**src/rmq_pkg.sv**
```systemverilog
// ----------------------------------------------------------------------------
// rmq_pkg: shared types, widths and helpers
// Fixed-point widths for the rotation matrix to quaternion pipeline.
// ----------------------------------------------------------------------------
package rmq_pkg;

  localparam int FRAC_BITS = 16;
  localparam int FIELD_W   = 18;

  // radicand magnitude width: covers three diagonal terms plus one
  localparam int RADU_W = ((FRAC_BITS + 1 > 19) ? FRAC_BITS + 1 : 19) + 1;
  localparam int RAD_W  = RADU_W + 1;
  localparam int NW     = RADU_W + FRAC_BITS;
  localparam int SQ_W   = NW + (NW % 2);
  localparam int R_W    = SQ_W / 2;
  localparam int NUM_W  = FIELD_W + 1;
  localparam int MAG_W  = FIELD_W + 1;
  localparam int DW     = MAG_W + FRAC_BITS;
  localparam int REM_W  = R_W + 2;
  localparam int LAT    = 2 + R_W + DW + 1;

  localparam logic [1:0] AXIS_X = 2'd0;
  localparam logic [1:0] AXIS_Y = 2'd1;
  localparam logic [1:0] AXIS_Z = 2'd2;

  localparam logic [DW-1:0] ONE_D   = DW'(1) << FRAC_BITS;
  localparam logic [DW-1:0] POS_LIM = (DW'(1) << (FIELD_W - 1)) - DW'(1);
  localparam logic [DW-1:0] NEG_LIM = DW'(1) << (FIELD_W - 1);

  typedef logic [FIELD_W-1:0] field_t;

  typedef struct packed {
    logic                  bad;
    logic                  tbr;
    logic [1:0]            axis;
    logic [2:0]            neg;
    logic [2:0][MAG_W-1:0] mag;
  } side_t;

  function automatic logic signed [RAD_W-1:0] sx(input field_t v);
    sx = {{(RAD_W - FIELD_W){v[FIELD_W-1]}}, v};
  endfunction

  // clamp to +/-1.0, then to the field range
  function automatic field_t sat_q(input logic [DW-1:0] mag, input logic neg);
    logic [DW-1:0] c;
    field_t        r;
    c = (mag > ONE_D) ? ONE_D : mag;
    if (!neg) begin
      r = (c > POS_LIM) ? POS_LIM[FIELD_W-1:0] : c[FIELD_W-1:0];
    end else if (c > NEG_LIM) begin
      r = NEG_LIM[FIELD_W-1:0];
    end else begin
      r = (~c[FIELD_W-1:0]) + field_t'(1);
    end
    sat_q = r;
  endfunction

endpackage

```
**src/rmq_sqrt.sv**
```systemverilog
// ----------------------------------------------------------------------------
// rmq_sqrt: pipelined integer square root
// One root bit per stage, floor result; sideband travels alongside.
// ----------------------------------------------------------------------------
module rmq_sqrt (
  input  logic                      clk,
  input  logic                      rst_n,
  input  logic                      vld_i,
  input  logic [rmq_pkg::SQ_W-1:0]  n_i,
  input  rmq_pkg::side_t            side_i,
  output logic                      vld_o,
  output logic [rmq_pkg::R_W-1:0]   root_o,
  output rmq_pkg::side_t            side_o
);
  import rmq_pkg::*;

  logic              vld_r  [R_W];
  logic [SQ_W-1:0]   n_r    [R_W];
  logic [REM_W-1:0]  rem_r  [R_W];
  logic [R_W-1:0]    root_r [R_W];
  side_t             side_r [R_W];

  for (genvar t = 0; t < R_W; t++) begin : g_stage
    logic              src_vld;
    logic [SQ_W-1:0]   src_n;
    logic [REM_W-1:0]  src_rem;
    logic [R_W-1:0]    src_root;
    side_t             src_side;
    logic [REM_W-1:0]  rem2, trial;
    logic [REM_W-1:0]  rem_nxt;
    logic [R_W-1:0]    root_nxt;

    if (t == 0) begin : g_head
      assign src_vld  = vld_i;
      assign src_n    = n_i;
      assign src_rem  = '0;
      assign src_root = '0;
      assign src_side = side_i;
    end else begin : g_body
      assign src_vld  = vld_r[t-1];
      assign src_n    = n_r[t-1];
      assign src_rem  = rem_r[t-1];
      assign src_root = root_r[t-1];
      assign src_side = side_r[t-1];
    end

    always_comb begin
      rem2  = {src_rem[R_W-1:0], src_n[SQ_W-1 -: 2]};
      trial = {src_root, 2'b01};
      if (rem2 >= trial) begin
        rem_nxt  = rem2 - trial;
        root_nxt = {src_root[R_W-2:0], 1'b1};
      end else begin
        rem_nxt  = rem2;
        root_nxt = {src_root[R_W-2:0], 1'b0};
      end
    end

    always_ff @(posedge clk) begin
      if (!rst_n) begin
        vld_r[t] <= 1'b0;
      end else begin
        vld_r[t] <= src_vld;
      end
      n_r[t]    <= src_n << 2;
      rem_r[t]  <= rem_nxt;
      root_r[t] <= root_nxt;
      side_r[t] <= src_side;
    end
  end

  assign vld_o  = vld_r[R_W-1];
  assign root_o = root_r[R_W-1];
  assign side_o = side_r[R_W-1];

endmodule

```
**config.mk**
```make
export PLATFORM = sky130hd
export DESIGN_NAME = rmq_sqrt
export DESIGN_NICKNAME = d
export VERILOG_FILES = /design/src/rmq_pkg.sv /design/src/rmq_sqrt.sv
export SDC_FILE = /design/constraint.sdc
export NUM_CORES = 2
export LEC_CHECK = 0
export ABC_CLOCK_PERIOD_IN_PS = 3000
export BUFFER_PORTS_ARGS = -buffer_cell sky130_fd_sc_hd__buf_2
export CAP_MARGIN = 30
export CORE_ASPECT_RATIO = 0.6
export CORE_MARGIN = 4
export CORE_UTILIZATION = 25
export CTS_CLUSTER_DIAMETER = 100
export CTS_CLUSTER_SIZE = 12
export DETAILED_ROUTE_END_ITERATION = 16
export PLACE_DENSITY_LB_ADDON = 0.12
export SLEW_MARGIN = 20
export SYNTH_ARGS = -nofsm -noshare
export SYNTH_HDL_FRONTEND = slang
export SYNTH_SLANG_ARGS = --single-unit
```
**constraint.sdc**
```tcl
create_clock -name clk -period 3 [get_ports clk]
set_clock_uncertainty 0.1 [all_clocks]
set_input_delay 0.3 -clock clk [delete_from_list [all_inputs] [get_ports clk]]
set_output_delay 0.3 -clock clk [all_outputs]
set_load 0.02 [all_outputs]
```
==> metrics.cfg <==
[place]
io_buffers = 185
dp_hpwl_mm = 60.52
gp_congestion = 0.8370
dp.cells = 6761
place_ws_ns = 0.1540

[route]
vias = 26470
wire_per_inst_um = 12.60
vias_per_cell = 3.702
firstDrtPassIters = 5
drc = 0
drt-total-wl_mm = 90.10
drt_iter0_markers = 1430
ant_nets = 0

[critical_path]
cp_max_fo = 10
end_kind = register
setup.worst_path.end = rem_r[16][12]
timing.rr.end = rem_r[16][12]
critPathLaunch = root_r[15][12]
r2r_slack_ns = 0.18
worstRegToRegCells = 10
crit_type = reg2reg
cp-start-kind = register
timing.rr.start = root_r[15][12]
worstPathRequired_ns = 3.55
arrival_ns = 3.37

[global_routing]
grt_start_max_net_pins = 24
antenna_found_initial = 2
overflow = 0
grt_pass1_vias = 26320
grt_pass1_wl_mm = 145.2
grtUsageTotal = 0.08556

[logic_synthesis]
yosys_warnings = 0
syn_inst = 3823
syn_avg_cell_area_um2 = 13.33
ys_seq_area_frac = 0.7591
syn-cell-area_um2 = 50980
synth_flop_cell = dfxtp_1
synth-seq-cells = 1933
ys_types = 78
syn_nets = 4116
synth_edf_count = 0
async_reset_ff_frac = 0

[run]
drv_cap = 0

[clock_tree]
path_clk_slew_ns = 0.06
cts_tree = done
clock_sinks = 1933
cts_buffers = 188
clock_latency_ns = 0.81
cts_buffer_depth = 4
root_buffer = clkbuf_16
htree_levels = 4

[sta]
tightest_slew_ns = 0.7711
rsz0062_at_grt = no
hold_ws_ns = 0.08402
slew_headroom = 0.4820
min_period_over_period = 0.9393
fin_tns_setup_ns = 0
min_period_ns = 2.818
slew_violations = 0
setup_viol = 0
clock.fmax_mhz = 354.9
setup_ws_ns = 0.1822
hold_viol = 0

[die]
die_x_um = 591.0
coreArea_um2 = 202900
die_h_um = 357.8
die-area_um2 = 211400
start_util = 0.2512
io_pins = 186
std_cell_rows = 128

[power]
power_density_nw_per_um2 = 909.3
vdd_ir_drop_max_v = 0.0004685
total_power_mw = 56.79
p_leak_nw = 27.35

[outcome]
status = completed

[worst_hold_path]
min_path_type = in2reg

[layout]
area_growth_syn_to_layout_pct = 22.51
layout-drive-gt1-share = 0.1188
final_nets = 4700
final_cells = 7149
n_fill_cell = 20380

## layout by cell type (no fill, tap or decap), types with 6 or more instances in the layout
master / n
a211oi_1: 19
a21boi_0: 7
a21o_1: 39
a21oi_1: 186
a31oi_1: 12
and2_1: 25
and3_1: 11
buf_2: 185
buf_4: 55
clkbuf_16: 192
dfxtp_1: 1933
dlygate4sd3_1: 183
ha_1: 190
inv_1: 228
mux2_2: 45
nand2_1: 132
nand2b_1: 23
nand3_1: 54
nand3b_1: 10
nand4_1: 23
nand4b_1: 6
nor2_1: 201
nor2b_1: 22
nor3_1: 68
nor4_1: 25
o211ai_1: 12
o21a_1: 37
o21ai_0: 102
o21bai_1: 11
o31ai_1: 8
or2_2: 8
or3_1: 29
or4_1: 15
xnor2_1: 119
xor2_1: 97
## synth_stat cells (all sizes together) (23+ instances only)
cell type  number  area, um^2
o21ai         105       529.3
mux2           47       536.8
or3            31       203.9
nor3           74       401.6
a21oi         187       939.7
nand2         133       499.2
a21o           39       292.8
nor4           25       156.4
nand4          23       143.9
xnor2         119        1042
o21a           37       277.8
xor2           97       849.6
inv           229       859.6
and2           25       156.4
dfxtp        1933       38700
nand3          54       270.3
nand2b         23       143.9
ha            190        2377
nor2          202       760.7
## power by group
group	total (mW)	switching (mW)	leakage, nW	internal (mW)
Clock	20.2	8.93	2.41	11.3
Sequential	29.8	1.46	16.3	28.3
Combinational	6.78	3.56	8.68	3.21
Total	56.8	14.0	27.4	42.8
## what timing repair did
item | 4_1_cts | 5_1_grt
hold endpoints to repair | 119 | 0
setup endpoints to repair | 0 | 26
resized for setup | 0 | 10
buffers inserted | 0 | 3
hold buffers | 183 | 0
## worst min-delay path by stage
stage,start,end,slack [ns],depth (start not counted)
3_3_place_gp,side_r[11][10],side_r[12][10],0.21,0
3_5_place_dp,side_r[14][36],side_r[15][36],0.21,0
6_report,n_i[11],n_r[0][11],0.08,2
4_1_cts,side_i[38],side_r[0][38],0.001,2
5_1_grt,side_i[38],side_r[0][38],0.02,2
2_1_floorplan,n_r[9][18],n_r[10][20],0.21,0
## logic make-up after synthesis
logic type	count (synthesis)	synth area share
other	1	0.00007356
AOI/OAI and AO/OA	494	0.06016
adders and majority gates	190	0.04663
xor gates and xnor gates	216	0.03711
buffers and inverters	264	0.02015
muxes	51	0.01131
DFF	1933	0.7591
and+or+nand+nor	674	0.06548
## critical path, cell delays in order, from the launching register on
cell	delay (ns)
dfxtp_1	0.34
inv_1	0.05
ha_1	0.37
and3_1	0.25
and2_1	0.18
nand3_1	0.12
or4_1	0.52
o211ai_1	0.12
buf_6	0.18
buf_12	0.13
mux2_2	0.33
## layout make-up
type	instances	area (um^2)	share of cell area
diodes	1	2.502	0.00004007
clock buffers	194	4822	0.07721
clock inverters	7	81.33	0.001302
inverters	229	862.1	0.01380
multi-input cells	1626	11290	0.1808
flip-flops and latches	1933	38700	0.6196
well taps	2730	3416	0.05469
repair buffers	429	3282	0.05255
## metal layers
layer / vias up / wire length [um] / GRT usage
met5: - / 0 / 0
met4: 0 / 2833 / 0.03130
met3: 187 / 5668 / 0.02494
met2: 511 / 32520 / 0.1106
met1: 12000 / 49070 / 0.1309
li1: 13760 / - / -
## registers in the layout (all words and copies together), names as in the netlist
signal / cells
n_r: 306
rem_r: 286
root_r: 171
side_r: 1152
vld_r: 18
## stage by stage
stage	cell area [um^2]	util
3_3_place_gp	55640	0.2742
3_5_place_dp	55640	0.2742
4_1_cts	62380	0.3074
5_1_grt	62450	0.3078
2_1_floorplan	50980	-
6_report	62450	0.3078
Note: power is estimated with default switching activity, not from simulation.
