==> src/rmq_pkg.sv <==
// ----------------------------------------------------------------------------
// rmq_pkg: shared types, widths and helpers
// Fixed-point widths for the rotation matrix to quaternion pipeline.
// ----------------------------------------------------------------------------
package rmq_pkg;

  localparam int FRAC_BITS = 16;
  localparam int FIELD_W   = 18;

  // radicand magnitude width: covers three diagonal terms plus one
  localparam int RADU_W = ((FRAC_BITS + 1 > 19) ? FRAC_BITS + 1 : 19) + 1;
  localparam int RAD_W  = RADU_W + 1;
  localparam int NW     = RADU_W + FRAC_BITS;
  localparam int SQ_W   = NW + (NW % 2);
  localparam int R_W    = SQ_W / 2;
  localparam int NUM_W  = FIELD_W + 1;
  localparam int MAG_W  = FIELD_W + 1;
  localparam int DW     = MAG_W + FRAC_BITS;
  localparam int REM_W  = R_W + 2;
  localparam int LAT    = 2 + R_W + DW + 1;

  localparam logic [1:0] AXIS_X = 2'd0;
  localparam logic [1:0] AXIS_Y = 2'd1;
  localparam logic [1:0] AXIS_Z = 2'd2;

  localparam logic [DW-1:0] ONE_D   = DW'(1) << FRAC_BITS;
  localparam logic [DW-1:0] POS_LIM = (DW'(1) << (FIELD_W - 1)) - DW'(1);
  localparam logic [DW-1:0] NEG_LIM = DW'(1) << (FIELD_W - 1);

  typedef logic [FIELD_W-1:0] field_t;

  typedef struct packed {
    logic                  bad;
    logic                  tbr;
    logic [1:0]            axis;
    logic [2:0]            neg;
    logic [2:0][MAG_W-1:0] mag;
  } side_t;

  function automatic logic signed [RAD_W-1:0] sx(input field_t v);
    sx = {{(RAD_W - FIELD_W){v[FIELD_W-1]}}, v};
  endfunction

  // clamp to +/-1.0, then to the field range
  function automatic field_t sat_q(input logic [DW-1:0] mag, input logic neg);
    logic [DW-1:0] c;
    field_t        r;
    c = (mag > ONE_D) ? ONE_D : mag;
    if (!neg) begin
      r = (c > POS_LIM) ? POS_LIM[FIELD_W-1:0] : c[FIELD_W-1:0];
    end else if (c > NEG_LIM) begin
      r = NEG_LIM[FIELD_W-1:0];
    end else begin
      r = (~c[FIELD_W-1:0]) + field_t'(1);
    end
    sat_q = r;
  endfunction

endpackage

==> src/rmq_out.sv <==
// ----------------------------------------------------------------------------
// rmq_out: saturation and component routing
// Places half the root and the quotients on x, y, z, w (all zero for a bad
// radicand) and registers the result.
module rmq_out (
  input  logic                          clk,
  input  logic                          rst_n,
  input  logic                          vld_i,
  input  logic [rmq_pkg::R_W-1:0]       root_i,
  input  logic [2:0][rmq_pkg::DW-1:0]   quo_i,
  input  rmq_pkg::side_t                side_i,
  output logic                          vld_o,
  output logic [3:0][rmq_pkg::FIELD_W-1:0] q_o,
  output logic                          bad_o
);
  import rmq_pkg::*;

  logic                    vld_r;
  logic [3:0][FIELD_W-1:0] q_r;
  logic                    bad_r;

  field_t                  hf, l0, l1, l2;
  logic [3:0][FIELD_W-1:0] q_nxt;

  always_comb begin
    hf = sat_q(DW'(root_i >> 1), 1'b0);
    l0 = sat_q(quo_i[0], side_i.neg[0]);
    l1 = sat_q(quo_i[1], side_i.neg[1]);
    l2 = sat_q(quo_i[2], side_i.neg[2]);
    // index 0..3 is x, y, z, w
    if (side_i.bad) begin
      q_nxt = '0;
    end else if (side_i.tbr) begin
      q_nxt = {hf, l2, l1, l0};
    end else begin
      unique case (side_i.axis)
        AXIS_Y:  q_nxt = {l0, l1, hf, l2};
        AXIS_Z:  q_nxt = {l0, hf, l2, l1};
        default: q_nxt = {l0, l2, l1, hf};
      endcase
    end
  end

  always_ff @(posedge clk) begin
    if (!rst_n) begin
      vld_r <= 1'b0;
    end else begin
      vld_r <= vld_i;
    end
    q_r   <= q_nxt;
    bad_r <= side_i.bad;
  end

  assign vld_o = vld_r;
  assign q_o   = q_r;
  assign bad_o = bad_r;

endmodule

==> config.mk <==
export PLATFORM = sky130hd
export DESIGN_NAME = rmq_out
export DESIGN_NICKNAME = d
export VERILOG_FILES = /design/src/rmq_pkg.sv /design/src/rmq_out.sv
export SDC_FILE = /design/constraint.sdc
export NUM_CORES = 1
export LEC_CHECK = 0
export BUFFER_PORTS_ARGS = -buffer_cell sky130_fd_sc_hd__buf_2
export CORE_MARGIN = 3
export CORE_UTILIZATION = 45
export CTS_CLUSTER_SIZE = 24
export DETAILED_ROUTE_END_ITERATION = 8
export PLACE_DENSITY = 0.8
export SETUP_SLACK_MARGIN = 0.4
export SYNTH_ARGS = -nofsm -noshare
export SYNTH_HDL_FRONTEND = slang
export SYNTH_SLANG_ARGS = --single-unit
==> constraint.sdc <==
create_clock -name clk -period 4 [get_ports clk]
set_clock_uncertainty 0.05 [all_clocks]
set_input_delay 0.8 -clock clk [delete_from_list [all_inputs] [get_ports clk]]
set_output_delay 0.8 -clock clk [all_outputs]
set_load 0.005 [all_outputs]
==> flow_summary.ini, run 1 <==
[critical_path]
crit_required_ns = 4.21
slowest_delay_ns = 0.51
start_kind = primary input
arrival_ns = 3.59
worst_path_max_delay_cell = or4_1
path_delay_family = simple AND/OR/NAND/NOR gates
crit_top_cell = buf_4
worst-path-max-fanout = 4
end_kind = flip-flop
path_buf_inv = 4
path_cells = buf_2 -> or4_1 -> nor4_1 -> buf_4 -> and2_1 -> and3_1 -> inv_1 -> ha_1 -> nor2b_2 -> buf_4 -> nor2_1 -> a32oi_1 -> mux2_4 -> a221oi_2 -> a211oi_2
path_class = in2reg

[floorplanning]
start_util_pct = 47.4
rows = 37
dieArea_sq_um = 12400
ioPinCount = 264
die_w_um = 111
core_sq_um = 10600
die_h_um = 111

[place]
place.gp.congestion = 1.01
dp_hpwl_um = 14500
numPortBuffers = 205
dpl_worst_slack_ns = 0.0643

[global_routing]
grt_pass1_wl_um = 29200
met1_usage_pct = 38.6
grt.met2_usage_pct = 45.7
grt_usage_pct = 28.8
grt_max_degree = 59
grt_pass1_vias = 5670
met3_usage_pct = 6.30
busiest_layer = met2
gr-total-overflow = 0
antenna_found_initial = 0

[timing]
slew_viol_final = 0
setup_tns_ns = 0
rsz0062_at_grt = no
setup_viol = 0
relSlewSlack_pct = 32.4
period_share_pct = 84.5
tightest_slew_ns = 1.01
worst_hold_slack_ns = 0.591
hold_violations = 0
finalCriticalPeriod_ns = 3.38
max_freq_ghz = 0.296
fin_ws_ns = 0.621

[final_layout]
fillers = 962
final_layout_size_suffix_gt1_share_pct = 32.9
antenna_cells = 0
multi_input_comb_area_sq_um = 3320
area_delta_synth_final_pct = 31.4
seqCellArea_sq_um = 1480
fin_nets = 1075

[route]
drt_first_pass_iters = 6
routed_wl_um = 18700
via_per_inst = 6.17
remaining_drc_errors = 0
detailroute.via_count = 6277
drt.antenna.violating_nets = 0
wl_per_cell_um = 18.4
drt_first_iter_violations = 744

[synth]
synthFlopType = dfxtp_1
synth_area_per_cell_sq_um = 7.61
synth-warning-count = 0
postSynthCellCount = 657
ys_async_sr_fraction_pct = 0
synthesis.area_sq_um = 5000
ys_seq_area_share_pct = 29.6
ys_seq_elements = 74
synth_cell_types = 71
synth-edff-count = 0
synth_nets = 855

[power_and_ir_drop]
irDropWorstVdd_v = 0.000144
p_total_mw = 1.73
cellLeakagePower_nw = 2.88
power_density_nw_per_um2 = 263

[cts]
ctsLongestPathBuffers = 2
numCtsBuffers = 9
clk_transition_reported_paths_ns = 0.07
cts_setup_buffers = 0
clock_sinks = 74
htree_levels = 3
root_buffer = clkbuf_8
tritoncts = built

[hold_path]
hp-class = in2reg

[run_status]
run_status = finished clean

[job]
drv_cap = 0
-- synthesized netlist by cell type (11+ instances only) --
cell type / n / area (sq um)
nor2_1: 85 / 319
dfxtp_1: 74 / 1480
nand2_1: 53 / 199
nor3_1: 44 / 220
a221oi_1: 36 / 315
clkbuf_1: 34 / 128
a21oi_1: 28 / 140
o21ai_0: 21 / 105
nor4_1: 20 / 125
a211oi_1: 18 / 135
inv_1: 17 / 63.8
nand3_1: 17 / 85.1
xor2_1: 15 / 131
o31ai_1: 12 / 90.1
nand2b_1: 11 / 68.8
-- state kept, by name, summed over array words and instances (netlist names) --
signal	flops
q_o	72
bad_o	1
vld_o	1
-- layer usage --
metal  wire length (um)  part of all wire, %  up-vias
met1               7730                   41     2863
met5                  0                    0        -
met4                546                  2.9        0
met3               1970                   11       57
met2               8460                   45      413
li1                   -                    -     2944
-- cells by family after synthesis --
group / Yosys count / share of synthesized area, %
and+or+nand+nor: 295 / 29.5
AOI/OAI and AO/OA: 191 / 28.7
DFF: 74 / 29.6
buffers and inverters: 59 / 4.58
xor gates and xnor gates: 24 / 4.20
adders and majority gates: 8 / 2.00
muxes: 6 / 1.33
-- cell usage in the layout (no fill, tap or decap), types with 11 or more instances in the layout --
| master | n |
|---|---|
| nand3_1 | 17 |
| nand2_1 | 53 |
| xor2_1 | 15 |
| nor2_1 | 84 |
| a211oi_1 | 17 |
| buf_2 | 205 |
| a21oi_1 | 28 |
| nor3_1 | 43 |
| a221oi_1 | 36 |
| dfxtp_1 | 74 |
| nor4_1 | 19 |
| nand2b_1 | 11 |
| inv_1 | 17 |
| o21ai_0 | 21 |
| o31ai_1 | 11 |
| buf_4 | 46 |
-- cell type report --
class                      count  area share, %
timing repair buffer         251           20.9
tap                          136           2.59
clock inverter                 6          0.647
inverter                      17          0.971
sequential                    74           22.5
clock buffer                  10           1.94
multi-input combinational    524           50.5
-- path summary, 6_finish.rpt --
| check | start | endpoint | cells after the start |
|---|---|---|---|
| worst max-delay path | quo_i[103] | q_o[28]$_SDFF_PP0_ | 15 |
| worst min-delay path | vld_i | vld_o$_SDFF_PN0_ | 2 |
-- through the flow --
step	instances	utilization [%]	area (sq um)
after CTS	1018	62.1	6550
after global routing	1018	62.3	6580
after global placement	1002	60.5	6380
after detailed placement	1002	60.5	6380
after floorplan	657	-	5000
final	1018	62.3	6580
-- where the power goes --
| group | switching [mW] | leakage (nW) | total [mW] | internal [mW] |
|---|---|---|---|---|
| sequential | 0.0101 | 0.607 | 0.781 | 0.771 |
| clock | 0.308 | 0.0827 | 0.534 | 0.226 |
| combinational | 0.246 | 2.19 | 0.412 | 0.165 |
| total | 0.564 | 2.88 | 1.73 | 1.16 |
-- timing repair --
item                                    CTS  global route
gates resized for setup                   0             5
endpoints found under the setup margin    0            10
hold buffers                              0             0
Note: power is estimated with default switching activity, not from simulation.
==> run 2: changes to the inputs <==
--- a/config.mk
+++ b/config.mk
@@ -5,12 +5,13 @@
 export SDC_FILE = /design/constraint.sdc
 export NUM_CORES = 1
 export LEC_CHECK = 0
+export ABC_AREA = 1
 export BUFFER_PORTS_ARGS = -buffer_cell sky130_fd_sc_hd__buf_2
 export CORE_MARGIN = 3
 export CORE_UTILIZATION = 45
 export CTS_CLUSTER_SIZE = 24
 export DETAILED_ROUTE_END_ITERATION = 8
-export PLACE_DENSITY = 0.8
+export PLACE_DENSITY = 0.77
 export SETUP_SLACK_MARGIN = 0.4
 export SYNTH_ARGS = -nofsm -noshare
 export SYNTH_HDL_FRONTEND = slang
==> constraint.sdc (replaced) <==
create_clock -name clk -period 3.2 [get_ports clk]
set_clock_uncertainty 0.05 [all_clocks]
set_input_delay 0.64 -clock clk [delete_from_list [all_inputs] [get_ports clk]]
set_output_delay 0.64 -clock clk [all_outputs]
set_load 0.005 [all_outputs]
==> run 2 against run 1 <==
  * First-iteration DRC count is 5.9% higher
  * Synthesized area is 18% higher
  * Global-route usage is 2.2 points lower
  * Wire length is 6.1% higher
  * Total power is 45% higher
  * Critical path depth is 2 higher
  * Hold slack worse by 0.16 ns
  * Sequential cell count stayed put
  * Critical path type unchanged
  * Largest cell class unchanged
  * Highest routed layer unchanged
==> flow_summary.ini, run 2 <==
[floorplanning]
rows = 41
start_util_pct = 46.3
core_sq_um = 12700
ioPinCount = 264
dieArea_sq_um = 14500
die_w_um = 120
die_h_um = 120

[synth]
yosysTopAreaCell = dfxtp_1
synth-warning-count = 0
synthTopCellsByCount = nand2_1, nor2_1, o21ai_0
ys_async_sr_fraction_pct = 0
synthesis.area_sq_um = 5890
synth_cell_types = 47
synth_nets = 1209
synthFlopType = dfxtp_1
synth_area_leaders = dfxtp_1, nand2_1, nor2_1
postSynthCellCount = 1011
synth-edff-count = 0
ys_seq_area_share_pct = 25.1
synth_top_area_share_pct = 25.1
ys_seq_elements = 74
synth_area_per_cell_sq_um = 5.83
synth_most_common_cell = nand2_1

[global_routing]
grt_usage_pct = 26.6
gr-total-overflow = 0
grt_pass1_vias = 6443
grt_pass1_wl_um = 31100
antenna_found_initial = 0
grt_max_degree = 50

[timing]
setup_tns_ns = 0
period_share_pct = 80.2
relSlewSlack_pct = 44.7
slew_viol_final = 0
rsz0062_at_grt = no
max_freq_ghz = 0.390
setup_viol = 0
worst_hold_slack_ns = 0.426
tightest_slew_ns = 0.828
finalCriticalPeriod_ns = 2.57
hold_violations = 0

[final_layout]
multi_input_comb_area_sq_um = 3890
final_cell_mix = nand2_1, buf_2, nor2_1, o21ai_0, nand3_1
final_common_cell = nand2_1
fin_nets = 1394
area_delta_synth_final_pct = 24.8
antenna_cells = 0
final_layout_size_suffix_gt1_share_pct = 22.6
instances_no_fill = 1373
fillers = 1321
seqCellArea_sq_um = 1480
largest_reg_flops = 72
fin_util_pct = 57.8

[place]
numPortBuffers = 205
dp.cells = 1357
dp_hpwl_um = 15600
place.gp.congestion = 0.952

[route]
drt.antenna.violating_nets = 0
drt_first_pass_iters = 9
via_per_inst = 5.31
wl_per_cell_um = 14.5
remaining_drc_errors = 0
routed_wl_um = 19900
drt_first_iter_violations = 788
detailroute.via_count = 7289

[critical_path]
worst_path_max_delay_cell = nor2_2
start_kind = primary input
path_cells = buf_2 -> nor2_1 -> nand4_1 -> nor2_1 -> nand2_1 -> nand2_2 -> buf_4 -> nand2_1 -> nand2_1 -> nor2_2 -> nand2_1 -> nor2_1 -> nand3_1 -> nand3_1 -> o21ai_1 -> nand2_1 -> nand2_1
path_buf_inv = 2
worst-path-max-fanout = 18
slowest_delay_ns = 0.25
crit_top_cell = nand2_1
arrival_ns = 2.74
end_kind = flip-flop
path_class = in2reg
crit_required_ns = 3.38
path_delay_family = simple AND/OR/NAND/NOR gates

[power_and_ir_drop]
cellLeakagePower_nw = 3.95
comb_power_share_pct = 19.3
power_density_nw_per_um2 = 340
irDropWorstVdd_v = 0.000372
netSwitchingFraction_pct = 29.5
power.switching_uw = 738
internal_power_mw = 1.77
seq_power_share_pct = 39.3
clockPowerShare_pct = 41.5

[hold_path]
hp-class = in2reg

[cts]
root_buffer = clkbuf_16
ctsLongestPathBuffers = 2
clock_sinks = 74
numCtsBuffers = 9
tritoncts = built
htree_levels = 3
cts_setup_buffers = 0
clk_transition_reported_paths_ns = 0.06

[run_status]
run_status = finished clean

[job]
drv_cap = 0
run 2: cell types whose count changed after synthesis, moves of 35 or more:
cell	change
a221oi_1	-35
inv_1	+56
nand2_1	+251
nand3_1	+73
nor2_1	+50
nor3_1	-40
o21ai_0	+72
run 2: stage by stage:
| step | worst slack (ns) | power (mW) | instance area, sq um |
|---|---|---|---|
| floorplan | 0.613 | 1.23 | 5890 |
| global placement | 0.319 | 1.47 | 7040 |
| detailed placement | 0.294 | 1.48 | 7040 |
| CTS | 0.653 | 2.52 | 7340 |
| global route | 0.444 | 2.61 | 7350 |
| finish | 0.635 | 2.50 | 7350 |
run 2: power by group through the flow:
stage / Sequential (mW) / Combinational [mW] / Clock (mW)
floorplan: 1.01 / 0.223 / 0
global placement: 1.00 / 0.470 / 0
detailed placement: 1.00 / 0.473 / 0
CTS: 0.984 / 0.475 / 1.06
global route: 0.987 / 0.532 / 1.09
finish: 0.984 / 0.482 / 1.04
run 2: logic make-up (layout without fill, tap and decap cells):
kind of cell	after synthesis	in the layout	share of synthesized area, %
and+or+nand+nor	583	583	41.6
AOI/OAI and AO/OA	205	205	20.1
buffers and inverters	126	316	9.15
DFF	74	74	25.1
xor gates and xnor gates	15	15	2.23
adders and majority gates	8	8	1.70
run 2: worst paths after layout:
path / startpoint / endpoint / slack, ns / depth (start not counted)
setup / recovery: quo_i[19] / q_o[12]$_SDFF_PP0_ / 0.63 / 17
hold / removal: vld_i / vld_o$_SDFF_PN0_ / 0.43 / 3
run 2: repair_timing:
item / in CTS / in global routing
hold buffers: 0 / 0
resized for setup: 0 / 2
setup endpoints to repair: 0 / 3
run 2: routing by layer:
layer / up-vias / global-route usage [%] / wire [um]
li1: 3701 / - / -
met1: 3201 / 35.2 / 8330
met2: 347 / 43.2 / 9200
met3: 40 / 5.00 / 1780
met4: 0 / 9.84 / 545
met5: - / 0 / 0
run 2: cell type report:
cell class	instances	share of cell area [%]
Multi-Input combinational cell	811	52.8
Sequential cell	74	20.1
Timing Repair Buffer	223	16.0
Inverter	77	3.93
Clock buffer	9	3.06
Tap cell	172	2.93
Clock inverter	7	1.14
