===== src/rmq_pkg.sv =====
// ----------------------------------------------------------------------------
// rmq_pkg: shared types, widths and helpers
// Fixed-point widths for the rotation matrix to quaternion pipeline.
// ----------------------------------------------------------------------------
package rmq_pkg;

  localparam int FRAC_BITS = 16;
  localparam int FIELD_W   = 18;

  // radicand magnitude width: covers three diagonal terms plus one
  localparam int RADU_W = ((FRAC_BITS + 1 > 19) ? FRAC_BITS + 1 : 19) + 1;
  localparam int RAD_W  = RADU_W + 1;
  localparam int NW     = RADU_W + FRAC_BITS;
  localparam int SQ_W   = NW + (NW % 2);
  localparam int R_W    = SQ_W / 2;
  localparam int NUM_W  = FIELD_W + 1;
  localparam int MAG_W  = FIELD_W + 1;
  localparam int DW     = MAG_W + FRAC_BITS;
  localparam int REM_W  = R_W + 2;
  localparam int LAT    = 2 + R_W + DW + 1;

  localparam logic [1:0] AXIS_X = 2'd0;
  localparam logic [1:0] AXIS_Y = 2'd1;
  localparam logic [1:0] AXIS_Z = 2'd2;

  localparam logic [DW-1:0] ONE_D   = DW'(1) << FRAC_BITS;
  localparam logic [DW-1:0] POS_LIM = (DW'(1) << (FIELD_W - 1)) - DW'(1);
  localparam logic [DW-1:0] NEG_LIM = DW'(1) << (FIELD_W - 1);

  typedef logic [FIELD_W-1:0] field_t;

  typedef struct packed {
    logic                  bad;
    logic                  tbr;
    logic [1:0]            axis;
    logic [2:0]            neg;
    logic [2:0][MAG_W-1:0] mag;
  } side_t;

  function automatic logic signed [RAD_W-1:0] sx(input field_t v);
    sx = {{(RAD_W - FIELD_W){v[FIELD_W-1]}}, v};
  endfunction

  // clamp to +/-1.0, then to the field range
  function automatic field_t sat_q(input logic [DW-1:0] mag, input logic neg);
    logic [DW-1:0] c;
    field_t        r;
    c = (mag > ONE_D) ? ONE_D : mag;
    if (!neg) begin
      r = (c > POS_LIM) ? POS_LIM[FIELD_W-1:0] : c[FIELD_W-1:0];
    end else if (c > NEG_LIM) begin
      r = NEG_LIM[FIELD_W-1:0];
    end else begin
      r = (~c[FIELD_W-1:0]) + field_t'(1);
    end
    sat_q = r;
  endfunction

endpackage


===== src/rmq_front.sv =====
// ----------------------------------------------------------------------------
// rmq_front: branch and axis decode
// Two stages: trace and axis pick, then radicand and the three numerators.
// ----------------------------------------------------------------------------
module rmq_front (
  input  logic                                   clk,
  input  logic                                   rst_n,
  input  logic                                   vld_i,
  input  logic [8:0][rmq_pkg::FIELD_W-1:0]       m_i,
  output logic                                   vld_o,
  output logic [rmq_pkg::SQ_W-1:0]               n_o,
  output rmq_pkg::side_t                         side_o
);
  import rmq_pkg::*;

  logic                     vld1_r;
  logic [8:0][FIELD_W-1:0]  m1_r;
  logic                     tpos1_r;
  logic [1:0]               axis1_r;

  logic signed [RAD_W-1:0]  tr;
  logic                     tpos_nxt;
  logic [1:0]               axis_nxt;

  logic                     vld2_r;
  logic [SQ_W-1:0]          n2_r;
  side_t                    side2_r;

  logic signed [RAD_W-1:0]  mii, mjj, mkk, mkj, mjk, mji, mij, mki, mik;
  logic signed [RAD_W-1:0]  rad;
  logic signed [RAD_W-1:0]  num [3];
  logic [SQ_W-1:0]          n_nxt;
  side_t                    side_nxt;

  always_comb begin
    tr       = sx(m_i[0]) + sx(m_i[4]) + sx(m_i[8]);
    tpos_nxt = !tr[RAD_W-1] && (tr != '0);
    if ($signed(m_i[0]) < $signed(m_i[4])) begin
      axis_nxt = ($signed(m_i[4]) < $signed(m_i[8])) ? AXIS_Z : AXIS_Y;
    end else begin
      axis_nxt = ($signed(m_i[0]) < $signed(m_i[8])) ? AXIS_Z : AXIS_X;
    end
  end

  always_ff @(posedge clk) begin
    if (!rst_n) begin
      vld1_r <= 1'b0;
    end else begin
      vld1_r <= vld_i;
    end
    m1_r    <= m_i;
    tpos1_r <= tpos_nxt;
    axis1_r <= axis_nxt;
  end

  always_comb begin
    unique case (axis1_r)
      AXIS_Y: begin
        mii = sx(m1_r[4]); mjj = sx(m1_r[8]); mkk = sx(m1_r[0]);
        mkj = sx(m1_r[2]); mjk = sx(m1_r[6]);
        mji = sx(m1_r[7]); mij = sx(m1_r[5]);
        mki = sx(m1_r[1]); mik = sx(m1_r[3]);
      end
      AXIS_Z: begin
        mii = sx(m1_r[8]); mjj = sx(m1_r[0]); mkk = sx(m1_r[4]);
        mkj = sx(m1_r[3]); mjk = sx(m1_r[1]);
        mji = sx(m1_r[2]); mij = sx(m1_r[6]);
        mki = sx(m1_r[5]); mik = sx(m1_r[7]);
      end
      default: begin
        mii = sx(m1_r[0]); mjj = sx(m1_r[4]); mkk = sx(m1_r[8]);
        mkj = sx(m1_r[7]); mjk = sx(m1_r[5]);
        mji = sx(m1_r[3]); mij = sx(m1_r[1]);
        mki = sx(m1_r[6]); mik = sx(m1_r[2]);
      end
    endcase

    if (tpos1_r) begin
      rad    = sx(m1_r[0]) + sx(m1_r[4]) + sx(m1_r[8]) + RAD_W'(ONE_D);
      num[0] = sx(m1_r[7]) - sx(m1_r[5]);
      num[1] = sx(m1_r[2]) - sx(m1_r[6]);
      num[2] = sx(m1_r[3]) - sx(m1_r[1]);
    end else begin
      rad    = mii - mjj - mkk + RAD_W'(ONE_D);
      num[0] = mkj - mjk;
      num[1] = mji + mij;
      num[2] = mki + mik;
    end

    n_nxt         = SQ_W'(rad[RADU_W-1:0]) << FRAC_BITS;
    side_nxt.bad  = !tpos1_r && (rad[RAD_W-1] || (rad == '0));
    side_nxt.tbr  = tpos1_r;
    side_nxt.axis = axis1_r;
    for (int l = 0; l < 3; l++) begin
      side_nxt.neg[l] = num[l][RAD_W-1];
      side_nxt.mag[l] = num[l][RAD_W-1] ? MAG_W'(-num[l]) : MAG_W'(num[l]);
    end
  end

  always_ff @(posedge clk) begin
    if (!rst_n) begin
      vld2_r <= 1'b0;
    end else begin
      vld2_r <= vld1_r;
    end
    n2_r    <= n_nxt;
    side2_r <= side_nxt;
  end

  assign vld_o  = vld2_r;
  assign n_o    = n2_r;
  assign side_o = side2_r;

endmodule


===== config.mk =====
export PLATFORM = sky130hd
export DESIGN_NAME = rmq_front
export DESIGN_NICKNAME = d
export VERILOG_FILES = /design/src/rmq_pkg.sv /design/src/rmq_front.sv
export SDC_FILE = /design/constraint.sdc
export NUM_CORES = 1
export LEC_CHECK = 0
export BUFFER_PORTS_ARGS = -buffer_cell sky130_fd_sc_hd__clkbuf_2
export CAP_MARGIN = 30
export CORE_MARGIN = 8
export CORE_UTILIZATION = 40
export CTS_CLUSTER_SIZE = 20
export DETAILED_ROUTE_END_ITERATION = 8
export PLACE_DENSITY_LB_ADDON = 0.05
export SYNTH_ARGS = -nofsm -noshare
export SYNTH_HDL_FRONTEND = slang
export SYNTH_SLANG_ARGS = --single-unit

===== constraint.sdc =====
create_clock -name clk -period 8.43 [get_ports clk]
set_input_delay 0.4215 -clock clk [delete_from_list [all_inputs] [get_ports clk]]
set_output_delay 0.4215 -clock clk [all_outputs]
set_load 0.02 [all_outputs]

==> impl_results.html, run 1 <==
<table>
<tr><th>Metric</th><th>Value</th></tr>
<tr><th colspan="2">Yosys</th></tr>
<tr><td>Avg Cell Area, Syn</td><td>8.267 sq um</td></tr>
<tr><td>Post-synth top area share</td><td>24.32%</td></tr>
<tr><td>Cell accounting for the most synthesized area</td><td>sky130_fd_sc_hd__dfxtp_1</td></tr>
<tr><td>Main synth FF type</td><td>sky130_fd_sc_hd__dfxtp_1</td></tr>
<tr><td>Top cells by instance count after synthesis</td><td>sky130_fd_sc_hd__ha_1, sky130_fd_sc_hd__dfxtp_1, sky130_fd_sc_hd__a21oi_1, sky130_fd_sc_hd__o21ai_0, sky130_fd_sc_hd__inv_1</td></tr>
<tr><td>Post-synthesis instance area</td><td>0.02066 sq mm</td></tr>
<tr><td>Most frequently used cell type in the post-synthesis netlist</td><td>sky130_fd_sc_hd__ha_1</td></tr>
<tr><td>Number of enable flip-flop cells after synthesis</td><td>0</td></tr>
<tr><td>Synthesized flop and latch total</td><td>251</td></tr>
<tr><td>Proportion of synthesized chip area in sequential cells</td><td>24.32%</td></tr>
<tr><td>Number of instances in the synthesized netlist</td><td>2499</td></tr>
<tr><td>Number of warnings issued by yosys</td><td>0</td></tr>
<tr><td>Synth top area cells</td><td>sky130_fd_sc_hd__dfxtp_1, sky130_fd_sc_hd__ha_1, sky130_fd_sc_hd__fa_1, sky130_fd_sc_hd__a21oi_1, sky130_fd_sc_hd__o21ai_0</td></tr>
<tr><td>Fraction of registers with async set or reset after synthesis</td><td>0%</td></tr>
<tr><td>Number of different library cells in the post-synthesis netlist</td><td>83</td></tr>
<tr><th colspan="2">Critical path</th></tr>
<tr><td>Critical path startpoint category</td><td>flop</td></tr>
<tr><td>WP data arrival</td><td>6.52 ns</td></tr>
<tr><td>CP Data Required Time</td><td>8.89 ns</td></tr>
<tr><td>Worst setup EP type</td><td>flop</td></tr>
<tr><td>Reg2Reg Depth</td><td>16</td></tr>
<tr><td>Worst-path maximum fanout</td><td>263</td></tr>
<tr><td>Worst setup path class</td><td>reg -&gt; reg</td></tr>
<tr><td>Slack of the worst reg-to-reg path</td><td>2.36 ns</td></tr>
<tr><th colspan="2">CTS</th></tr>
<tr><td>H-tree depth</td><td>1</td></tr>
<tr><td>Worst-Skew Late Latency</td><td>0.59 ns</td></tr>
<tr><td>Clk Tree Root Cell</td><td>sky130_fd_sc_hd__clkbuf_16</td></tr>
<tr><td>Resized cells post-CTS</td><td>0</td></tr>
<tr><td>Clock tree from TritonCTS</td><td>built</td></tr>
<tr><td>TritonCTS sink count</td><td>251</td></tr>
<tr><td>Clock buffers created by TritonCTS</td><td>28</td></tr>
<tr><td>Largest buffer count on any clock path</td><td>3</td></tr>
<tr><td>Clock slew seen by the registers of the worst setup and hold paths</td><td>0.06 ns</td></tr>
<tr><th colspan="2">Floorplan</th></tr>
<tr><td>Floorplan die width</td><td>243.3 um</td></tr>
<tr><td>Placeable core area</td><td>0.05120 sq mm</td></tr>
<tr><td>Initial standard-cell utilization of the core</td><td>40.35%</td></tr>
<tr><td>Die height</td><td>243.3 um</td></tr>
<tr><td>Die area</td><td>0.05918 sq mm</td></tr>
<tr><td>Total number of placement rows</td><td>83</td></tr>
<tr><td>Num ports</td><td>266</td></tr>
<tr><th colspan="2">Drt</th></tr>
<tr><td>Initial drt markers</td><td>1038</td></tr>
<tr><td>Routed length per placed instance</td><td>19.67 um</td></tr>
<tr><td>Antenna viol nets, final</td><td>0</td></tr>
<tr><td>Total wire length after detailed routing</td><td>69.13 mm</td></tr>
<tr><td>Remaining design rule violation count</td><td>0</td></tr>
<tr><td>Vias/cell</td><td>5.553</td></tr>
<tr><td>Count of vias placed by the detailed router</td><td>19520</td></tr>
<tr><td>First-pass DRT Iterations</td><td>8</td></tr>
<tr><th colspan="2">GRT</th></tr>
<tr><td>Largest net degree at the start of global routing</td><td>264</td></tr>
<tr><td>Gr ovfl total</td><td>0</td></tr>
<tr><td>Via count of the first global-routing pass</td><td>19500</td></tr>
<tr><td>First-pass GRT wire length</td><td>106.2 mm</td></tr>
<tr><td>Total global routing track utilization</td><td>22.27%</td></tr>
<tr><td>Number of antenna violations at the first check in global routing</td><td>5</td></tr>
<tr><th colspan="2">Cells and area</th></tr>
<tr><td>Multi-input gate area</td><td>0.01451 sq mm</td></tr>
<tr><td>Nets</td><td>3294</td></tr>
<tr><td>FF+latch area</td><td>0.005029 sq mm</td></tr>
<tr><td>Final-layout fill cell count</td><td>4963</td></tr>
<tr><td>Area Growth Syn to Fin</td><td>19.52%</td></tr>
<tr><td>Layout cell share with drive strength beyond 1</td><td>11.75%</td></tr>
<tr><td>Finished Cell Area</td><td>0.02469 sq mm</td></tr>
<tr><th colspan="2">Power and ir drop</th></tr>
<tr><td>Combinational Power Share</td><td>64.1%</td></tr>
<tr><td>Leak pwr</td><td>0.01117 uW</td></tr>
<tr><td>Proportion of power drawn by the clock network</td><td>15.5%</td></tr>
<tr><td>Net load switching power</td><td>3750 uW</td></tr>
<tr><td>Power density over cell area</td><td>322.7 mW/mm^2</td></tr>
<tr><td>Internal power contribution</td><td>4218 uW</td></tr>
<tr><td>Sequential cell fraction of total power</td><td>20.4%</td></tr>
<tr><td>Switching share of power</td><td>47.06%</td></tr>
<tr><td>Max VDD drop</td><td>0.1898 mV</td></tr>
<tr><th colspan="2">STA</th></tr>
<tr><td>Setup Total Neg Slack</td><td>0 ns</td></tr>
<tr><td>Worst-Margin Slew</td><td>0.9925 ns</td></tr>
<tr><td>Number of endpoints failing setup at the final stage</td><td>0</td></tr>
<tr><td>Post-route clock period utilization</td><td>71.96%</td></tr>
<tr><td>Final hold violations</td><td>0</td></tr>
<tr><td>Worst slew margin</td><td>32.12%</td></tr>
<tr><td>Unrepaired setup endpoints after global routing</td><td>no</td></tr>
<tr><td>Final count of pins violating max slew</td><td>0</td></tr>
<tr><td>Clock tree skew after final layout</td><td>0.03900 ns</td></tr>
<tr><td>Time the worst path needs with I/O delays and setup</td><td>6.066 ns</td></tr>
<tr><td>Max Clk Rate</td><td>0.1649 GHz</td></tr>
<tr><th colspan="2">Job</th></tr>
<tr><td>Number of violations of the max-capacitance limit</td><td>0</td></tr>
<tr><th colspan="2">Outcome</th></tr>
<tr><td>Result of the run</td><td>finished, final reports clean</td></tr>
<tr><th colspan="2">Min path</th></tr>
<tr><td>Hold Path Class</td><td>in -&gt; reg</td></tr>
<tr><td>Hold depth</td><td>1</td></tr>
<tr><th colspan="2">Place</th></tr>
<tr><td>Sum of net half-perimeters after detailed placement</td><td>55.17 mm</td></tr>
<tr><td>Instance area at placement</td><td>0.02235 sq mm</td></tr>
<tr><td>Last weighted congestion value of the routability-driven placer</td><td>0.9027</td></tr>
<tr><td>Port bufs</td><td>249</td></tr>
</table>
-- final timing paths --
path / end / startpoint
setup / recovery: side_o[31] / axis1_r[0]
hold / removal: m1_r[161] / m_i[161]
setup reg to reg: side_o[31] / axis1_r[0]
hold reg to reg: side_o[61] / axis1_r[1]
-- metal layers --
| metal | wire length, um | up-vias | global-route usage, % |
|---|---|---|---|
| met3 | 2638 | 171 | 2.867 |
| li1 | - | 9730 | - |
| met1 | 26380 | 9110 | 23.45 |
| met5 | 47 | - | 0 |
| met2 | 36140 | 503 | 42.50 |
| met4 | 3926 | 6 | 11.81 |
-- state kept, by name, summed over array words and instances, names as in the netlist --
name	cells
vld_o	1
m1_r	162
side_o	64
tpos1_r	1
vld1_r	1
axis1_r	2
n_o	20
-- cells by family after synthesis --
| kind of cell | after synthesis | share of synthesized area [%] |
|---|---|---|
| buffers and inverters | 303 | 5.856 |
| muxes | 26 | 1.278 |
| other | 1 | 0.01815 |
| AOI/OAI and AO/OA | 879 | 27.54 |
| xor gates and xnor gates | 141 | 5.977 |
| and+or+nand+nor | 580 | 13.46 |
| DFF | 251 | 24.32 |
| adders and majority gates | 318 | 21.55 |
-- cell usage in the layout (no fill, tap or decap), drive strengths merged, types with 31 or more instances in the layout --
cell type / count
o21a: 31
a31oi: 33
ha: 255
a221oi: 38
inv: 176
dlygate4sd3: 138
dfxtp: 251
nor3: 34
nand2: 166
xor2: 48
clkbuf: 286
a21o: 56
o21ai: 196
nand3: 37
a211oi: 32
a21oi: 230
fa: 63
xnor2: 93
nor2: 171
a22oi: 126
-- power by group through the flow --
| stage | Sequential, uW | Clock (uW) | Combinational [uW] |
|---|---|---|---|
| global placement | 1650 | 0 | 4990 |
| detailed placement | 1660 | 0 | 5040 |
| CTS | 1630 | 1270 | 5120 |
| global route | 1650 | 1320 | 5710 |
| finish | 1620 | 1240 | 5110 |
| floorplan | 1820 | 0 | 3570 |
-- through the flow --
stage	hold slack (ns)	instances	util, %	power [uW]	setup WS, ns
2_1_floorplan	0.3546	2514	-	5391	2.964
3_3_place_gp	0.3924	3321	43.65	6647	2.569
3_5_place_dp	0.4035	3322	43.66	6694	2.513
4_1_cts	0.001032	3512	48.17	8021	2.477
5_1_grt	0.007063	3514	48.22	8675	1.976
6_report	0.01963	3515	48.23	7968	2.364
-- final cells by class --
class | instances | area share [%]
clock inverters | 15 | 0.6486
diodes | 2 | 0.02027
well taps | 680 | 3.446
inverters | 175 | 2.660
flip-flops and latches | 251 | 20.36
clock buffers | 37 | 3.096
multi-input cells | 1960 | 58.75
repair buffers | 395 | 11.02
-- repair_timing --
item,in CTS,in global routing
hold buffers,138,0
buffers inserted,0,0
hold endpoints to repair,138,0
-- worst max-delay path, cell delays in order (launching register included) --
cell and delay, ns:
sky130_fd_sc_hd__dfxtp_1 0.41, sky130_fd_sc_hd__inv_1 0.10, sky130_fd_sc_hd__ha_4 0.62, sky130_fd_sc_hd__buf_12 0.69, sky130_fd_sc_hd__o21ai_0 0.23, sky130_fd_sc_hd__ha_1 0.29, sky130_fd_sc_hd__fa_1 0.44, sky130_fd_sc_hd__a211oi_1 0.35
sky130_fd_sc_hd__o21ai_0 0.23, sky130_fd_sc_hd__a211o_1 0.35, sky130_fd_sc_hd__a21oi_1 0.32, sky130_fd_sc_hd__o21ai_0 0.21, sky130_fd_sc_hd__a2111oi_0 0.44, sky130_fd_sc_hd__a21oi_1 0.09, sky130_fd_sc_hd__a22o_1 0.51, sky130_fd_sc_hd__a21oi_1 0.28
sky130_fd_sc_hd__xnor2_1 0.21
Power figures use the tool's default switching activity.
==> run 2: changes to the inputs <==
==> constraint.sdc (replaced) <==
create_clock -name clk -period 6 [get_ports clk]
set_input_delay 0.3 -clock clk [delete_from_list [all_inputs] [get_ports clk]]
set_output_delay 0.3 -clock clk [all_outputs]
set_load 0.02 [all_outputs]
==> run 2 against run 1 <==
  * Flip-flop and latch count stayed put
  * Non-clock buffer count is 30 higher
  * Critical path depth stayed put
  * Worst hold slack better by 0.32 ns
  * Setup slack worse by 1.9 ns
  * Register-to-register slack worse by 1.9 ns
  * Power is 42% higher
  * Routed wire length is 0.36% lower
  * Sequential power is 42% higher
==> impl_results.html, run 2 (same netlist as run 1, synthesis figures left out) <==
<table>
<tr><th>Metric</th><th>Value</th></tr>
<tr><th colspan="2">Outcome</th></tr>
<tr><td>Result of the run</td><td>finished, final reports clean (unchanged)</td></tr>
<tr><th colspan="2">Cells and area</th></tr>
<tr><td>Nets</td><td>3326 (was 3294)</td></tr>
<tr><td>Flip-flop count of the largest register, all copies and words added</td><td>162 (unchanged)</td></tr>
<tr><td>Commonest non-fill, non-tap cells in the layout</td><td>sky130_fd_sc_hd__ha_1, sky130_fd_sc_hd__dfxtp_1, sky130_fd_sc_hd__clkbuf_2, sky130_fd_sc_hd__a21oi_1, sky130_fd_sc_hd__o21ai_0 (unchanged)</td></tr>
<tr><td>Commonest non-fill, non-tap cell in the layout</td><td>sky130_fd_sc_hd__ha_1 (unchanged)</td></tr>
<tr><td>Register ranked first by flip-flop count</td><td>m1_r (unchanged)</td></tr>
<tr><td>Layout cell share with drive strength beyond 1</td><td>11.94% (was 11.75%)</td></tr>
<tr><td>Area Growth Syn to Fin</td><td>21.45% (was 19.52%)</td></tr>
<tr><th colspan="2">Drt</th></tr>
<tr><td>Total wire length after detailed routing</td><td>68.89 mm (was 69.13 mm)</td></tr>
<tr><td>Vias/cell</td><td>5.544 (was 5.553)</td></tr>
<tr><td>First-pass DRT Iterations</td><td>6 (was 8)</td></tr>
<tr><td>Initial drt markers</td><td>996 (was 1038)</td></tr>
<tr><td>Routed length per placed instance</td><td>19.43 um (was 19.67 um)</td></tr>
<tr><td>Count of vias placed by the detailed router</td><td>19659 (was 19520)</td></tr>
<tr><td>Antenna viol nets, final</td><td>0 (unchanged)</td></tr>
<tr><td>Remaining design rule violation count</td><td>0 (unchanged)</td></tr>
<tr><th colspan="2">Critical path</th></tr>
<tr><td>Setup crit end</td><td>side_o[32] (was side_o[31])</td></tr>
<tr><td>Worst setup path class</td><td>reg -&gt; reg (unchanged)</td></tr>
<tr><td>WP data arrival</td><td>5.94 ns (was 6.52 ns)</td></tr>
<tr><td>CP Data Required Time</td><td>6.45 ns (was 8.89 ns)</td></tr>
<tr><td>Startpoint of the most critical register-to-register path</td><td>axis1_r[0] (unchanged)</td></tr>
<tr><td>Worst setup EP type</td><td>flop (unchanged)</td></tr>
<tr><td>Worst setup path startpoint</td><td>axis1_r[0] (unchanged)</td></tr>
<tr><td>Critical path startpoint category</td><td>flop (unchanged)</td></tr>
<tr><td>Slack of the worst reg-to-reg path</td><td>0.51 ns (was 2.36 ns)</td></tr>
<tr><td>Reg2Reg Depth</td><td>16 (unchanged)</td></tr>
<tr><td>Worst-path maximum fanout</td><td>125 (was 263)</td></tr>
<tr><td>End of the worst register-to-register path</td><td>side_o[32] (was side_o[31])</td></tr>
<tr><th colspan="2">STA</th></tr>
<tr><td>Number of endpoints failing setup at the final stage</td><td>0 (unchanged)</td></tr>
<tr><td>Final count of pins violating max slew</td><td>0 (unchanged)</td></tr>
<tr><td>Max Clk Rate</td><td>0.1821 GHz (was 0.1649 GHz)</td></tr>
<tr><td>Time the worst path needs with I/O delays and setup</td><td>5.491 ns (was 6.066 ns)</td></tr>
<tr><td>Final hold violations</td><td>0 (unchanged)</td></tr>
<tr><td>Post-route clock period utilization</td><td>91.52% (was 71.96%)</td></tr>
<tr><td>Clock tree skew after final layout</td><td>0.03030 ns (was 0.03900 ns)</td></tr>
<tr><td>Worst slew margin</td><td>41.06% (was 32.12%)</td></tr>
<tr><td>Setup Total Neg Slack</td><td>0 ns (unchanged)</td></tr>
<tr><td>Unrepaired setup endpoints after global routing</td><td>no (unchanged)</td></tr>
<tr><td>Worst-Margin Slew</td><td>0.8617 ns (was 0.9925 ns)</td></tr>
<tr><th colspan="2">GRT</th></tr>
<tr><td>Number of antenna violations at the first check in global routing</td><td>2 (was 5)</td></tr>
<tr><td>Gr ovfl total</td><td>0 (unchanged)</td></tr>
<tr><td>Total global routing track utilization</td><td>22.22% (was 22.27%)</td></tr>
<tr><td>First-pass GRT wire length</td><td>106.1 mm (was 106.2 mm)</td></tr>
<tr><td>Via count of the first global-routing pass</td><td>19651 (was 19500)</td></tr>
<tr><td>Largest net degree at the start of global routing</td><td>136 (was 264)</td></tr>
<tr><th colspan="2">CTS</th></tr>
<tr><td>Clock buffers created by TritonCTS</td><td>30 (was 28)</td></tr>
<tr><td>H-tree depth</td><td>1 (unchanged)</td></tr>
<tr><td>Clock slew seen by the registers of the worst setup and hold paths</td><td>0.06 ns (about the same)</td></tr>
<tr><td>Number of setup buffers added after CTS</td><td>0 (unchanged)</td></tr>
<tr><td>Largest buffer count on any clock path</td><td>3 (unchanged)</td></tr>
<tr><td>Clock tree from TritonCTS</td><td>built (unchanged)</td></tr>
<tr><td>Clk Tree Root Cell</td><td>sky130_fd_sc_hd__clkbuf_16 (unchanged)</td></tr>
<tr><td>TritonCTS sink count</td><td>251 (unchanged)</td></tr>
<tr><td>Worst-Skew Late Latency</td><td>0.60 ns (was 0.59 ns)</td></tr>
<tr><th colspan="2">Floorplan</th></tr>
<tr><td>Num ports</td><td>266 (unchanged)</td></tr>
<tr><td>Floorplan die width</td><td>243.3 um (unchanged)</td></tr>
<tr><td>Total number of placement rows</td><td>83 (unchanged)</td></tr>
<tr><td>Die area</td><td>0.05918 sq mm (unchanged)</td></tr>
<tr><td>Initial standard-cell utilization of the core</td><td>40.35% (unchanged)</td></tr>
<tr><td>Placeable core area</td><td>0.05120 sq mm (unchanged)</td></tr>
<tr><td>Die height</td><td>243.3 um (unchanged)</td></tr>
<tr><th colspan="2">Job</th></tr>
<tr><td>Number of violations of the max-capacitance limit</td><td>0 (unchanged)</td></tr>
<tr><th colspan="2">Place</th></tr>
<tr><td>Last weighted congestion value of the routability-driven placer</td><td>0.9032 (was 0.9027)</td></tr>
<tr><td>Sum of net half-perimeters after detailed placement</td><td>54.63 mm (was 55.17 mm)</td></tr>
<tr><td>Port bufs</td><td>249 (unchanged)</td></tr>
<tr><th colspan="2">Min path</th></tr>
<tr><td>Hold Path Class</td><td>in -&gt; reg (unchanged)</td></tr>
<tr><td>Hold depth</td><td>2 (was 1)</td></tr>
<tr><th colspan="2">Power and ir drop</th></tr>
<tr><td>Overall power after layout</td><td>11350 uW (was 7968 uW)</td></tr>
<tr><td>Leak pwr</td><td>0.01134 uW (was 0.01117 uW)</td></tr>
<tr><td>Max VDD drop</td><td>0.2410 mV (was 0.1898 mV)</td></tr>
<tr><td>Power density over cell area</td><td>452.3 mW/mm^2 (was 322.7 mW/mm^2)</td></tr>
</table>
run 2: timing repair:
item / in CTS / in global routing
endpoints found under the hold margin: 164 / 0
endpoints found under the setup margin: 0 / 7
hold buffers: 164 / 0
gates resized for setup: 0 / 1
run 2: final cells by class:
| cell class | instances | area, sq um |
|---|---|---|
| diodes | 1 | 2.502 |
| clock buffers | 37 | 817.0 |
| clock inverters | 17 | 222.7 |
| fillers | 4938 | 26110 |
| inverters | 175 | 656.9 |
| multi-input cells | 1960 | 14510 |
| flip-flops and latches | 251 | 5029 |
| well taps | 680 | 850.8 |
| repair buffers | 425 | 3007 |
run 2: where the power goes:
group	switching (uW)	internal [uW]	total [uW]
Sequential	247	2050	2300
Clock	754	1140	1900
Combinational	4250	2910	7160
run 2: how the worst min path moves through the flow:
stage          startpoint         end  slack (ns)
2_1_floorplan      m_i[0]     m1_r[0]        0.33
3_3_place_gp   axis1_r[1]  side_o[61]        0.39
3_5_place_dp   axis1_r[1]  side_o[61]        0.40
4_1_cts          m_i[100]   m1_r[100]        0.31
5_1_grt           m_i[98]    m1_r[98]        0.32
6_report         m_i[128]   m1_r[128]        0.34
run 2: metal layers:
layer	global-route usage, %	part of all wire [%]	wire length [um]	vias to the layer above
met1	23.74	39	26670	9221
met2	41.94	52	35560	480
met5	0	0	0	-
li1	-	-	-	9787
met4	12.71	6.1	4214	0
met3	2.341	3.5	2439	171
run 2: per-stage QoR:
step / cell area [sq um] / utilization, % / setup slack [ns] / cells / hold WS [ns]
final: 25090 / 49.01 / 0.5088 / 3546 / 0.3442
after global routing: 25090 / 49.01 / 0.03147 / 3546 / 0.3194
after CTS: 25090 / 49.00 / 0.5056 / 3545 / 0.3148
after detailed placement: 22400 / 43.76 / 0.5443 / 3327 / 0.3963
after global placement: 22400 / 43.76 / 0.6544 / 3327 / 0.3926
after floorplan: 20720 / - / 0.5345 / 2514 / 0.3277
run 2: critical path, stage by stage, from the launching register on:
cell and delay [ns]:
sky130_fd_sc_hd__dfxtp_1 0.41, sky130_fd_sc_hd__inv_1 0.10, sky130_fd_sc_hd__ha_4 0.58, sky130_fd_sc_hd__buf_12 0.45, sky130_fd_sc_hd__o21ai_0 0.20, sky130_fd_sc_hd__ha_1 0.27, sky130_fd_sc_hd__fa_1 0.43, sky130_fd_sc_hd__a211oi_1 0.36
sky130_fd_sc_hd__o21ai_0 0.22, sky130_fd_sc_hd__a211o_1 0.34, sky130_fd_sc_hd__a21oi_1 0.29, sky130_fd_sc_hd__o21ai_0 0.20, sky130_fd_sc_hd__a2111oi_0 0.44, sky130_fd_sc_hd__a21oi_1 0.09, sky130_fd_sc_hd__a22o_1 0.50, sky130_fd_sc_hd__a31oi_1 0.30
sky130_fd_sc_hd__xnor2_1 0.11
